===== config.mk =====
export PLATFORM = sky130hd
export DESIGN_NAME = scsa_ctrl
export DESIGN_NICKNAME = d
export VERILOG_FILES = /design/src/hdl/scsa_pkg.sv /design/src/hdl/scsa_ctrl.sv
export SDC_FILE = /design/constraint.sdc
export NUM_CORES = 1
export LEC_CHECK = 0
export BUFFER_PORTS_ARGS = -buffer_cell sky130_fd_sc_hd__buf_4
export CELL_PAD_IN_SITES_DETAIL_PLACEMENT = 1
export CELL_PAD_IN_SITES_GLOBAL_PLACEMENT = 1
export CORE_MARGIN = 1
export CORE_UTILIZATION = 28
export DETAILED_ROUTE_END_ITERATION = 10
export PLACE_DENSITY_LB_ADDON = 0.3
export SLEW_MARGIN = 25
export SYNTH_ARGS = -nofsm -noshare
export SYNTH_HDL_FRONTEND = slang
export SYNTH_SLANG_ARGS = --single-unit

===== constraint.sdc =====
create_clock -name i_clk -period 2.3 [get_ports i_clk]
set_clock_uncertainty 0.05 [all_clocks]
set_input_delay 0.46 -clock i_clk [delete_from_list [all_inputs] [get_ports i_clk]]
set_output_delay 0.46 -clock i_clk [all_outputs]
set_load 0.005 [all_outputs]

===== src/hdl/scsa_pkg.sv =====
`default_nettype none
// ---------------------------------------------------------------------------
// scsa_pkg: shared types and constants for the size-class slab allocator
// Holds status codes, state encoding and controller/datapath interfaces.
// ---------------------------------------------------------------------------
package scsa_pkg;

    localparam int NUM_CLASSES_DEF         = 9;
    localparam int MAX_PAGES_PER_CLASS_DEF = 16;
    localparam int ADDR_BITS_DEF           = 48;
    localparam int STACK_DEPTH             = 16384;
    localparam int STACK_AW                = 14;
    localparam int PAGE_SHIFT_RESET        = 12;
    localparam int PAGE_SHIFT_MIN          = 10;
    localparam int PAGE_SHIFT_MAX          = 16;
    localparam int OUT_ADDR_W              = 48;

    localparam logic [2:0] ST_ALLOC     = 3'd0;
    localparam logic [2:0] ST_LARGE     = 3'd1;
    localparam logic [2:0] ST_OOM       = 3'd2;
    localparam logic [2:0] ST_FREED     = 3'd3;
    localparam logic [2:0] ST_REGION    = 3'd4;
    localparam logic [2:0] ST_TABLEFULL = 3'd5;

    localparam logic OP_ALLOC = 1'b0;
    localparam logic OP_FREE  = 1'b1;

    typedef enum logic [3:0] {
        S_IDLE,
        S_DECODE,
        S_POP_RD,
        S_POP_WAIT,
        S_CARVE,
        S_SEARCH_RD,
        S_SEARCH_CMP,
        S_PUSH,
        S_DONE
    } t_state;

    typedef struct packed {
        logic load;
        logic decode;
        logic pop_rd;
        logic pop_take;
        logic carve_start;
        logic carve_step;
        logic search_start;
        logic search_step;
        logic push;
        logic set_status;
        logic [2:0] status;
        logic out_load;
    } t_cmd;

    typedef struct packed {
        logic is_free;
        logic fits;
        logic have_elem;
        logic table_full;
        logic spare_valid;
        logic carve_last;
        logic search_hit;
        logic search_end;
    } t_sts;

endpackage
`default_nettype wire


===== src/hdl/scsa_ctrl.sv =====
`default_nettype none
// ---------------------------------------------------------------------------
// scsa_ctrl: allocator controller
// Sequences decode, pop, carve, page search and push per transaction.
// ---------------------------------------------------------------------------
module scsa_ctrl (
    input  wire logic           i_clk,
    input  wire logic           i_rst_n,
    input  wire logic           i_in_fire,
    input  wire logic           i_out_free,
    input  wire scsa_pkg::t_sts i_sts,
    output scsa_pkg::t_cmd      o_cmd,
    output logic                o_idle
);
    import scsa_pkg::*;

    t_state r_state, n_state;

    always_ff @(posedge i_clk) begin
        if (!i_rst_n) begin
            r_state <= S_IDLE;
        end else begin
            r_state <= n_state;
        end
    end

    always_comb begin
        n_state = r_state;
        unique case (r_state)
            S_IDLE:       if (i_in_fire) n_state = S_DECODE;
            S_DECODE: begin
                if (i_sts.is_free)                         n_state = S_SEARCH_RD;
                else if (!i_sts.fits)                      n_state = S_DONE;
                else if (i_sts.have_elem)                  n_state = S_POP_RD;
                else if (i_sts.table_full)                 n_state = S_DONE;
                else if (!i_sts.spare_valid)               n_state = S_DONE;
                else                                       n_state = S_CARVE;
            end
            S_CARVE:      if (i_sts.carve_last) n_state = S_POP_RD;
            S_POP_RD:     n_state = S_POP_WAIT;
            S_POP_WAIT:   n_state = S_DONE;
            S_SEARCH_RD: begin
                if (i_sts.search_end) n_state = S_DONE;
                else                  n_state = S_SEARCH_CMP;
            end
            S_SEARCH_CMP: begin
                if (i_sts.search_hit) n_state = S_PUSH;
                else                  n_state = S_SEARCH_RD;
            end
            S_PUSH:       n_state = S_DONE;
            S_DONE:       if (i_out_free) n_state = S_IDLE;
            default:      n_state = S_IDLE;
        endcase
    end

    always_comb begin
        o_cmd  = '0;
        o_idle = (r_state == S_IDLE);
        o_cmd.load = (r_state == S_IDLE) && i_in_fire;
        unique case (r_state)
            S_IDLE: ;
            S_DECODE: begin
                o_cmd.decode = 1'b1;
                if (i_sts.is_free) begin
                    o_cmd.search_start = 1'b1;
                end else if (!i_sts.fits) begin
                    o_cmd.set_status = 1'b1;
                    o_cmd.status     = ST_LARGE;
                end else if (i_sts.have_elem) begin
                    o_cmd.status = ST_ALLOC;
                end else if (i_sts.table_full) begin
                    o_cmd.set_status = 1'b1;
                    o_cmd.status     = ST_TABLEFULL;
                end else if (!i_sts.spare_valid) begin
                    o_cmd.set_status = 1'b1;
                    o_cmd.status     = ST_OOM;
                end else begin
                    o_cmd.carve_start = 1'b1;
                end
            end
            S_CARVE:      o_cmd.carve_step = 1'b1;
            S_POP_RD:     o_cmd.pop_rd = 1'b1;
            S_POP_WAIT: begin
                o_cmd.pop_take   = 1'b1;
                o_cmd.set_status = 1'b1;
                o_cmd.status     = ST_ALLOC;
            end
            S_SEARCH_RD: begin
                if (i_sts.search_end) begin
                    o_cmd.set_status = 1'b1;
                    o_cmd.status     = ST_REGION;
                end
            end
            S_SEARCH_CMP: begin
                if (!i_sts.search_hit) o_cmd.search_step = 1'b1;
            end
            S_PUSH: begin
                o_cmd.push       = 1'b1;
                o_cmd.set_status = 1'b1;
                o_cmd.status     = ST_FREED;
            end
            S_DONE:       o_cmd.out_load = i_out_free;
            default: ;
        endcase
    end

    a_load_idle: assert property (@(posedge i_clk) disable iff (!i_rst_n)
        o_cmd.load |-> r_state == S_IDLE)
        else $error("load outside idle");
    a_push_after_hit: assert property (@(posedge i_clk) disable iff (!i_rst_n)
        o_cmd.push |-> $past(i_sts.search_hit))
        else $error("push without page hit");
    a_done_from: assert property (@(posedge i_clk) disable iff (!i_rst_n)
        o_cmd.out_load |-> r_state == S_DONE)
        else $error("result outside done");
    a_carve_ends: assert property (@(posedge i_clk) disable iff (!i_rst_n)
        (r_state == S_CARVE && i_sts.carve_last) |=> r_state == S_POP_RD)
        else $error("carve did not end in pop");
endmodule
`default_nettype wire


# [After elaboration in Yosys (flattened, before gate mapping)]
# Index checks and enable logic that the tools add are counted.
[classes] eq_ne=11 n_reduce_logical=4 mux=35
[op_table] operator="2-to-1 mux 4 bit" n=14
[op_table] operator="case mux 4 bit (8 select lines)" n=1
[op_table] operator="2-to-1 mux 1 bit" n=17
[op_table] operator="equality test 4 x 3 -> 1 bit (second input constant)" n=4
[op_table] operator="case mux 4 bit (4 select lines)" n=1
[op_table] operator="equality test 4 x 2 -> 1 bit (second input constant)" n=2
[op_table] operator="!= test 2 bit (second input constant)" n=3
[op_table] operator="equality test 4 x 1 -> 1 bit (second input constant)" n=1
[op_table] operator="equality test 4 bit (second input constant)" n=1
[op_table] operator="logical NOT 4 bit" n=1
[op_table] operator="2-to-1 mux 3 bit" n=1
[op_table] operator="AND reduction 3 bit" n=1
[op_table] operator="2-to-1 mux 2 bit" n=1
[op_table] operator="OR reduction 2 bit" n=1
[op_table] operator="logical AND 1 bit" n=1
[word_totals] output_inout_bits=15 register_bits=4

# [Logic depth before layout (Yosys ltp)]
[logic_depth] word_depth=6 mapped_depth=5 mapped_depth_nobuf=4

# [Worst setup path before layout]
# Ideal clock, no wire load.
[synth_path] path_type="register to output" startpoint="register r_state[2]" endpoint="output port o_cmd[3] (netlist name)" path_stages_with_launch=5 setup_slack_ps=713 n_path_buf=0 t_required_ps=1790 arrival_time_ps=1077 path_cell_list="dfxtp_1 > nor4b_4 > and2b_4 > nand2_1 > o21ai_1"
[synth_lines] item="from (decl)" line_no="scsa_ctrl.sv:17" text="t_state r_state, n_state;"
[synth_lines] item="from (signal assigned)" line_no="scsa_ctrl.sv:23" text="r_state <= n_state;"
[synth_lines] item="to (decl)" line_no="scsa_ctrl.sv:12" text="output scsa_pkg::t_cmd o_cmd,"

==> implementation parameters <==
Parameter                              Value

Run status
  Status    complete, no violations

Detailed routing
  DRC violation count after routing    0
  Total routed wirelength    roughly 1300 µm
  DRT Pass-1 Iters    3
  Vias per std cell    5.43
  Wirelength per Cell    approximately 13 µm
  Residual antenna-violating net count after detailed routing    0
  Detailed router's first-iteration violation count    4
  Total number of vias    ~530

Logic synthesis
  Yosys warning count    0
  Synthesis-stage register bit count    4
  Combinational family with the most area after synthesis    simple AND/OR/NAND/NOR gates
  Count of distinct cell types in the synthesized netlist    30
  Portion of synthesized cell area occupied by the leading cell type    approximately a fifth
  Multiplexer share of the synthesized area    between 2 and 3%
  Number of nets produced by synthesis    roughly 70
  Seq/Total Area, Yosys    between 15 and 20%
  Complex-gate fraction of the synthesized area    about a quarter
  Cell type contributing the most total cell area after synthesis    sky130_fd_sc_hd__dfxtp_1
  Largest cells by area after synthesis    sky130_fd_sc_hd__dfxtp_1, sky130_fd_sc_hd__nor4b_4, sky130_fd_sc_hd__and2_1
  Mean post-synth cell area    between 7 and 8 µm²
  Post-synth design cell area    413 µm²
  Fraction of the mapped netlist area in adder cells    0%
  Basic-gate share of the synthesized area counting and, or, nand and nor cells    roughly 46%
  Post-Synthesis Cells    56
  Post-synthesis xor/xnor area fraction    0%

Finish
  Layout Area Growth over Synthesis    53.9%
  Fraction of final layout cells sized beyond drive strength 1    approximately two fifths
  Leading cell type in the layout, fill and taps excluded    sky130_fd_sc_hd__buf_4
  Number of antenna cells inserted    0
  Highest-count cells in the layout ignoring fill and taps    sky130_fd_sc_hd__buf_4, sky130_fd_sc_hd__nand2_1, sky130_fd_sc_hd__nor2_1, sky130_fd_sc_hd__dfxtp_1
  Register with the most flip-flops    r_state
  Layout net count    96
  Number of flip-flops under the largest register name    4
  Registers with the highest flip-flop counts    r_state x4

Worst setup path
  Worst endpoint required time    around 1.8 ns
  Max FO, Critical Path    13
  Sort of element at the end of the critical path    output pin
  Flop2flop setup slack    approximately 0.62 ns
  Reg2reg end    r_state[0]$_SDFFE_PN0P_
  Worst setup path start    r_state[2]$_SDFFE_PN0P_
  Register-to-Register Path Depth    3
  CP startpoint kind    register
  Data arrival time of the critical path    roughly 1.6 ns
  Timing endpoint of the critical path    o_cmd[3]
  Crit path kind    register to output pin
  Worst r2r src    r_state[2]$_SDFFE_PN0P_

Timing
  Hold Slack    a little under 0.4 ns
  Final critical-path required period    roughly 2.1 ns
  Least-Margin Pin Slew    0.510 ns
  Post-route clock period utilization    just over 90%
  Upper clock frequency limit    465 MHz
  Headroom to the max-slew limit    66.0%
  Setup repair after global routing missed its margin    false
  Final Max Tran Viols    0
  Hold violation total from the final report    0
  Setup TNS    0 ns
  Final setup viols    0

Job
  Reported max-cap violation count    0

CTS
  Resized Gates After CTS    0
  Insertion delay to the later sink of the worst-skew pair    approximately 0.24 ns
  Buffer count from post-CTS setup fixing    0
  CTS clock-pin slew for the worst setup and hold paths    0.03 ns
  Number of clock sinks    4
  Root Buffer    sky130_fd_sc_hd__clkbuf_4
  Num CTS Buffers    3
  Clock tree buffer depth    2
  Clock tree from TritonCTS    built
  Total number of H-tree levels    1
  Hold buffers post-CTS    0

Place
  HPWL reported at the end of detailed placement    roughly 1000 µm
  Gp weighted congestion    roughly 0.7
  Count of port buffers added during placement    26

Power and ir drop
  Maximum vdd drop    roughly 200 µV
  Net switching share of the total power    about a third
  P_sw    0.101 mW
  Internal portion of total power    0.208 mW
  Power density of the placed cells    between 400 and 500 nW/µm²
  Static Leakage    around 0.27 nW
  Sequential fraction of design power    approximately 32%
  Combinational group share of total power    around two fifths
  Fraction of power consumed by the clock network    approximately 28%

Min path
  Worst hold start    i_rst_n
  Type of the worst min-delay path    input port to register

Global route
  Overflow after GRT    0
  Overall track demand over capacity in global routing    between 10% and 20%
  Antenna violations before repair    0
  Number of global-route vias before repair    roughly 420
  Maximum number of pins on one net before global-route repair    14
  Wire length of the first global-routing pass    1930 µm

Floorplanning
  Number of cell rows    13
  Effective utilization at floorplan    between 30% and 40%
  Die Height    40.4 µm
  Placeable core region    approximately 1300 µm²
  Die Outline Area    between 1500 and 2000 µm²
  Boundary pin count    27
  Die Wd    40.4 µm
==> final cells by class <==
cell class / count / area (µm²)
Timing Repair Buffer: 26 / 195
Fill cell: 167 / 698
Multi-Input combinational cell: 47 / 312
Tap cell: 15 / 18.8
Sequential cell: 4 / 80.1
Inverter: 2 / 7.51
Clock buffer: 3 / 22.5
==> Yosys cell counts <==
cell and instances:
sky130_fd_sc_hd__nand2b_1 3, sky130_fd_sc_hd__o21ai_0 2, sky130_fd_sc_hd__o2bb2ai_2 1, sky130_fd_sc_hd__and2_1 3
sky130_fd_sc_hd__nand4b_1 1, sky130_fd_sc_hd__nor2b_1 2, sky130_fd_sc_hd__a21oi_1 3, sky130_fd_sc_hd__and2b_4 1
sky130_fd_sc_hd__nor4_1 2, sky130_fd_sc_hd__nor4b_4 1, sky130_fd_sc_hd__nor3_1 3, sky130_fd_sc_hd__buf_2 2
sky130_fd_sc_hd__o2111ai_1 1, sky130_fd_sc_hd__a221oi_1 1, sky130_fd_sc_hd__dfxtp_1 4, sky130_fd_sc_hd__nor3b_1 2
sky130_fd_sc_hd__a31o_2 1, sky130_fd_sc_hd__nand3b_1 1, sky130_fd_sc_hd__mux2_2 1, sky130_fd_sc_hd__clkbuf_1 1
sky130_fd_sc_hd__a21boi_1 1, sky130_fd_sc_hd__nand3_1 2, sky130_fd_sc_hd__o21ai_1 1, sky130_fd_sc_hd__nand2_1 5
sky130_fd_sc_hd__a21o_1 1, sky130_fd_sc_hd__o21a_1 1, sky130_fd_sc_hd__nor2_1 5, sky130_fd_sc_hd__o311ai_0 1
sky130_fd_sc_hd__a211oi_1 1, sky130_fd_sc_hd__inv_1 2
==> worst min path at each step <==
| stage | endpoint | slack (ns) | cells after the start |
|---|---|---|---|
| after global placement | r_state[0]$_SDFFE_PN0P_ | 0.62 | 1 |
| final | r_state[3]$_SDFFE_PN0P_ | 0.40 | 2 |
| after CTS | r_state[3]$_SDFFE_PN0P_ | 0.39 | 2 |
| after detailed placement | r_state[0]$_SDFFE_PN0P_ | 0.63 | 1 |
| after floorplan | r_state[3]$_SDFFE_PN0P_ | 0.53 | 1 |
| after global routing | r_state[3]$_SDFFE_PN0P_ | 0.39 | 2 |
==> worst max-delay path: stages, from the launching register on <==
cell and delay, ns:
sky130_fd_sc_hd__dfxtp_1 0.45, sky130_fd_sc_hd__nor4b_4 0.41, sky130_fd_sc_hd__and2b_4 0.24, sky130_fd_sc_hd__nand2_1 0.06, sky130_fd_sc_hd__o21ai_1 0.12, sky130_fd_sc_hd__buf_4 0.13
==> per-layer routing <==
| layer | up-vias | global-route usage (%) | wire [µm] |
|---|---|---|---|
| li1 | 258 | - | - |
| met1 | 240 | 22.2 | 585 |
| met2 | 25 | 28.2 | 562 |
| met3 | 4 | 7.22 | 97 |
| met4 | 0 | 10.0 | 38 |
| met5 | - | 0 | 0 |
==> power by group through the flow <==
stage | sequential [mW] | combinational, mW | clock (mW)
2_1_floorplan | 0.0846 | 0.0774 | 0
4_1_cts | 0.0988 | 0.124 | 0.0950
5_1_grt | 0.102 | 0.135 | 0.0994
3_3_place_gp | 0.0990 | 0.122 | 0
6_report | 0.0989 | 0.122 | 0.0878
3_5_place_dp | 0.0998 | 0.124 | 0
==> metrics by stage <==
stage | power [mW] | instances | setup WS, ns | util [%] | instance area [µm²]
2_1_floorplan | 0.162 | 56 | 0.713 | - | 413
3_3_place_gp | 0.221 | 94 | 0.466 | 46.0 | 613
3_5_place_dp | 0.224 | 94 | 0.396 | 46.0 | 613
4_1_cts | 0.318 | 97 | 0.130 | 47.7 | 636
6_report | 0.309 | 97 | 0.151 | 47.7 | 636
5_1_grt | 0.336 | 97 | 0.0152 | 47.7 | 636
==> logic make-up after synthesis <==
group                  after synthesis
AO/OA/AOI/OAI                       15
buffers and inverters                5
AND/OR/NAND/NOR                     31
flip-flops                           4
multiplexers                         1
Power figures use the tool's default switching activity.
